[config.mk]
export PLATFORM = sky130hd
export DESIGN_NAME = sbr_addr_gen
export DESIGN_NICKNAME = d
export VERILOG_FILES = /design/src/rtl/sbr_pkg.sv /design/src/rtl/sbr_addr_gen.sv
export SDC_FILE = /design/constraint.sdc
export NUM_CORES = 1
export LEC_CHECK = 0
export ABC_AREA = 0
export BUFFER_PORTS_ARGS = -buffer_cell sky130_fd_sc_hd__buf_2
export CORE_MARGIN = 10
export CORE_UTILIZATION = 36
export CTS_CLUSTER_SIZE = 8
export DETAILED_ROUTE_END_ITERATION = 8
export SLEW_MARGIN = 10
export SYNTH_ARGS = -nofsm -noshare
export SYNTH_HDL_FRONTEND = slang
export SYNTH_SLANG_ARGS = --single-unit
[constraint.sdc]
create_clock -name clock -period 2.65 [get_ports clock]
set_clock_uncertainty 0.05 [all_clocks]
set_input_delay 0.53 -clock clock [delete_from_list [all_inputs] [get_ports clock]]
set_output_delay 0.53 -clock clock [all_outputs]
set_load 0.03 [all_outputs]
[src/rtl/sbr_pkg.sv]
// shared types and codes for the sprite blitter
// no dependencies; imported by every other file of the block
package sbr_pkg;

   // operation codes carried in req_type
   typedef enum logic [2:0] {
      OP_LOAD_FRAME = 3'd0,
      OP_LOAD_BG    = 3'd1,
      OP_BLEND      = 3'd2,
      OP_REPLACE    = 3'd3,
      OP_ERASE      = 3'd4,
      OP_RESTORE    = 3'd5,
      OP_READ       = 3'd6
   } sbr_op_type;

   // sequencer states
   typedef enum logic [1:0] {
      ST_IDLE,
      ST_READ,
      ST_MODIFY
   } sbr_state_type;

   // buffer memory strobes
   typedef struct packed {
      logic rd_en;
      logic frame_we;
      logic bg_we;
   } sbr_mem_ctl_type;

   localparam int unsigned DATA_W = 8;
   localparam int unsigned COORD_W = 8;
   localparam int unsigned TYPE_W = 3;
   localparam int unsigned COL_W = 2;

endpackage

[src/rtl/sbr_addr_gen.sv]
// byte address former: column + line * pitch, with the range check
// depends on sbr_pkg; result is registered on load
module sbr_addr_gen #(
   parameter int unsigned PITCH_BYTES = 32,
   parameter int unsigned DEPTH = 6144,
   parameter int unsigned ADDR_W = 17
) (
   input  logic                          clock,
   input  logic                          load,
   input  logic [sbr_pkg::COORD_W-1:0]   pos_x,
   input  logic [sbr_pkg::COORD_W-1:0]   pos_y,
   input  logic [sbr_pkg::COORD_W-1:0]   line_index,
   input  logic [sbr_pkg::COL_W-1:0]     byte_column,
   output logic [ADDR_W-1:0]             addr,
   output logic                          out_of_range
);
   import sbr_pkg::*;

   localparam int unsigned LINE_W = COORD_W + 1;

   logic [LINE_W-1:0] line_sum;
   logic [ADDR_W-1:0] addr_in;
   logic [ADDR_W-1:0] addr_ff;
   logic              oor_ff;

   assign line_sum = LINE_W'(pos_y) + LINE_W'(line_index);

   // constant multiply by the pitch, then the byte offsets
   assign addr_in = ADDR_W'(line_sum) * ADDR_W'(PITCH_BYTES)
                  + ADDR_W'(pos_x[COORD_W-1:2])
                  + ADDR_W'(byte_column);

   always_ff @(posedge clock) begin
      if (load) begin
         addr_ff <= addr_in;
         oor_ff  <= (addr_in >= ADDR_W'(DEPTH));
      end
   end

   assign addr = addr_ff;
   assign out_of_range = oor_ff;
endmodule

==> out/qor.yml <==
timing:
  setup_viol: 0
  slew_viol_final: 0
  fmax_mhz: 401.5
  fin_crit_sh_pct: 93.98
  hold_viol: 0
  rsz0062_at_grt: "false"
  fin_crit_ps: 2491
clock_tree:
  cts_tree: "done"
  clkTransAtPathRegs_ps: 80
  cts_sinks: 16
  h-tree-depth: 1
  clock-root-buffer: "clkbuf_4"
  cts_setup_buffers: 0
  cts_buffers: 3
  clockBufferDepth: 2
  hold_buffers: 0
  postCtsResizedCells: 0
route:
  postRouteAntennaNets: 0
  viasPerCell: 4.941
  drt-wirelength-per-cell_um: 12.57
  routed_wl_um: 2753
  drtIter0Drc: 46
  drc: 0
  drt_first_pass_iters: 4
  vias: 1082
final_layout:
  fin_cells: 219
  multiInputGateArea_um2: 755.7
  antenna_cells: 0
  drive_gt1_share_pct: 37.57
  fillCellCount: 318
  nets: 215
  syn2layout_area_growth_pct: 27.91
  design_area_um2: 1634
  final_common_cell: "buf_2"
  layout_common_cells: "buf_2, edfxtp_1, buf_4"
  seqCellArea_um2: 480.5
logic_synthesis:
  ys_seq_elements: 16
  netlist.area_leader.share_pct: 37.61
  yosysWarnings: 0
  synthDistinctLibCells: 44
  synth-edff-count: 16
  yosysTopAreaCell: "edfxtp_1"
  avgSynthCellArea_um2: 10.83
  ys_top_cells_by_area: "edfxtp_1, ha_1, xnor2_1"
  syn_inst: 118
  ys.flop_type: "edfxtp_1"
  synth-async-reset-ratio_pct: 0
  synth_area_um2: 1277
  seq_area_frac_synth_pct: 37.61
floorplan:
  die-area_um2: 6331
  ios: 46
  start_util_pct: 37.69
  die_y_um: 79.57
  dieWidth_um: 79.57
  core_area_um2: 3390
  rows: 21
critical_path:
  criticalPathCategory: "in -> reg"
  critPathSlowestCell: "fa_1"
  path_cells: "buf_2 > ha_1 > fa_1 > buf_4 > xor2_2 > nand2_2 > nor4_4 > inv_1 > a41oi_1 > a22oi_1"
  crit_fanout: 4
  critPathMaxStageDelay_ps: 390
  endpoint_kind: "flop"
  arrival_ps: 2460
  worstPathRequired_ps: 2620
  crit_path_start_kind: "input pin"
global_route:
  grt.total_usage_pct: 8.837
  antenna_found_initial: 0
  grt_overflow: 0
  grt_pass1_vias: 1163
  grt_pass1_wl_um: 4774
  grt_max_degree: 17
power_and_ir_drop:
  peakVddDrop_mv: 0.1576
  total_power_mw: 0.8157
  powerDensity_nw_per_um2: 499.2
  leakage_nw: 0.7313
job:
  cap_viol_max_count: 0
placed_design:
  gp_congestion: 0.8305
  post-dp-hpwl_um: 2431
  place_inst: 215
  portBuffers: 41
  placed_cell_area_um2: 1608
run_status:
  run_status: "finished clean"
worst_hold_path:
  hp-class: "in -> reg"
-- state kept, by name (all words and copies together) (netlist names) --
signal	count
out_of_range	1
addr	15
-- synthesized netlist by cell type (3+ instances only) --
| master | n |
|---|---|
| a21o_1 | 5 |
| a21oi_1 | 9 |
| and3_1 | 3 |
| edfxtp_1 | 16 |
| ha_1 | 11 |
| inv_1 | 5 |
| nand3_1 | 5 |
| nor2_1 | 6 |
| o21ai_0 | 4 |
| xnor2_1 | 7 |
| xor2_1 | 5 |
-- path summary, 6_finish.rpt --
kind            from                endpoint  depth (start not counted)
min   byte_column[0]       addr[0]$_DFFE_PP_                          2
max         pos_y[0]  out_of_range$_DFFE_PP_                         10
-- final cells by class --
class	instances	share of cell area, %
multi-input combinational	95	46.25
timing repair buffer	53	18.07
sequential	16	29.40
clock inverter	1	0.2297
tap	46	3.522
inverter	5	1.149
clock buffer	3	1.378
-- per-layer routing --
metal	vias to the layer above	part of all wire (%)	track usage, %
met5	-	0	0
met4	0	1.9	4.659
met3	4	7.6	2.703
met2	31	47	14.64
met1	487	43	9.922
li1	560	-	-
-- critical path, delay by kind of cell --
| kind | cells | cell delay (ps) |
|---|---|---|
| buffers and inverters | 3 | 340 |
| and+or+nand+nor | 2 | 490 |
| AOI/OAI and AO/OA | 2 | 340 |
| xor gates and xnor gates | 1 | 140 |
| adders and majority gates | 2 | 600 |
-- where the power goes --
group / internal, mW / switching, mW
Clock: 0.0545 / 0.0667
Combinational: 0.145 / 0.217
Sequential: 0.325 / 0.00719
Total: 0.524 / 0.291
-- cells by family after synthesis --
kind of cell	synth area share [%]
simple gates	17.14
compound gates	17.24
flops	37.61
fa+ha+maj	13.91
xor+xnor	9.501
buf+inv	3.526
other cells	0.2935
mux	0.7836
-- metrics by stage --
stage          hold WS (ps)  setup TNS (ps)  util [%]  worst slack [ps]
6_report              499.1               0     48.21             159.4
5_1_grt               498.0               0     48.21             17.64
3_5_place_dp          783.0          -345.4     47.43            -150.0
2_1_floorplan         592.5               0         -             89.10
4_1_cts               494.7               0     48.21             140.7
3_3_place_gp          770.9          -216.5     47.43            -91.09
Note: power is estimated with default switching activity, not from simulation.
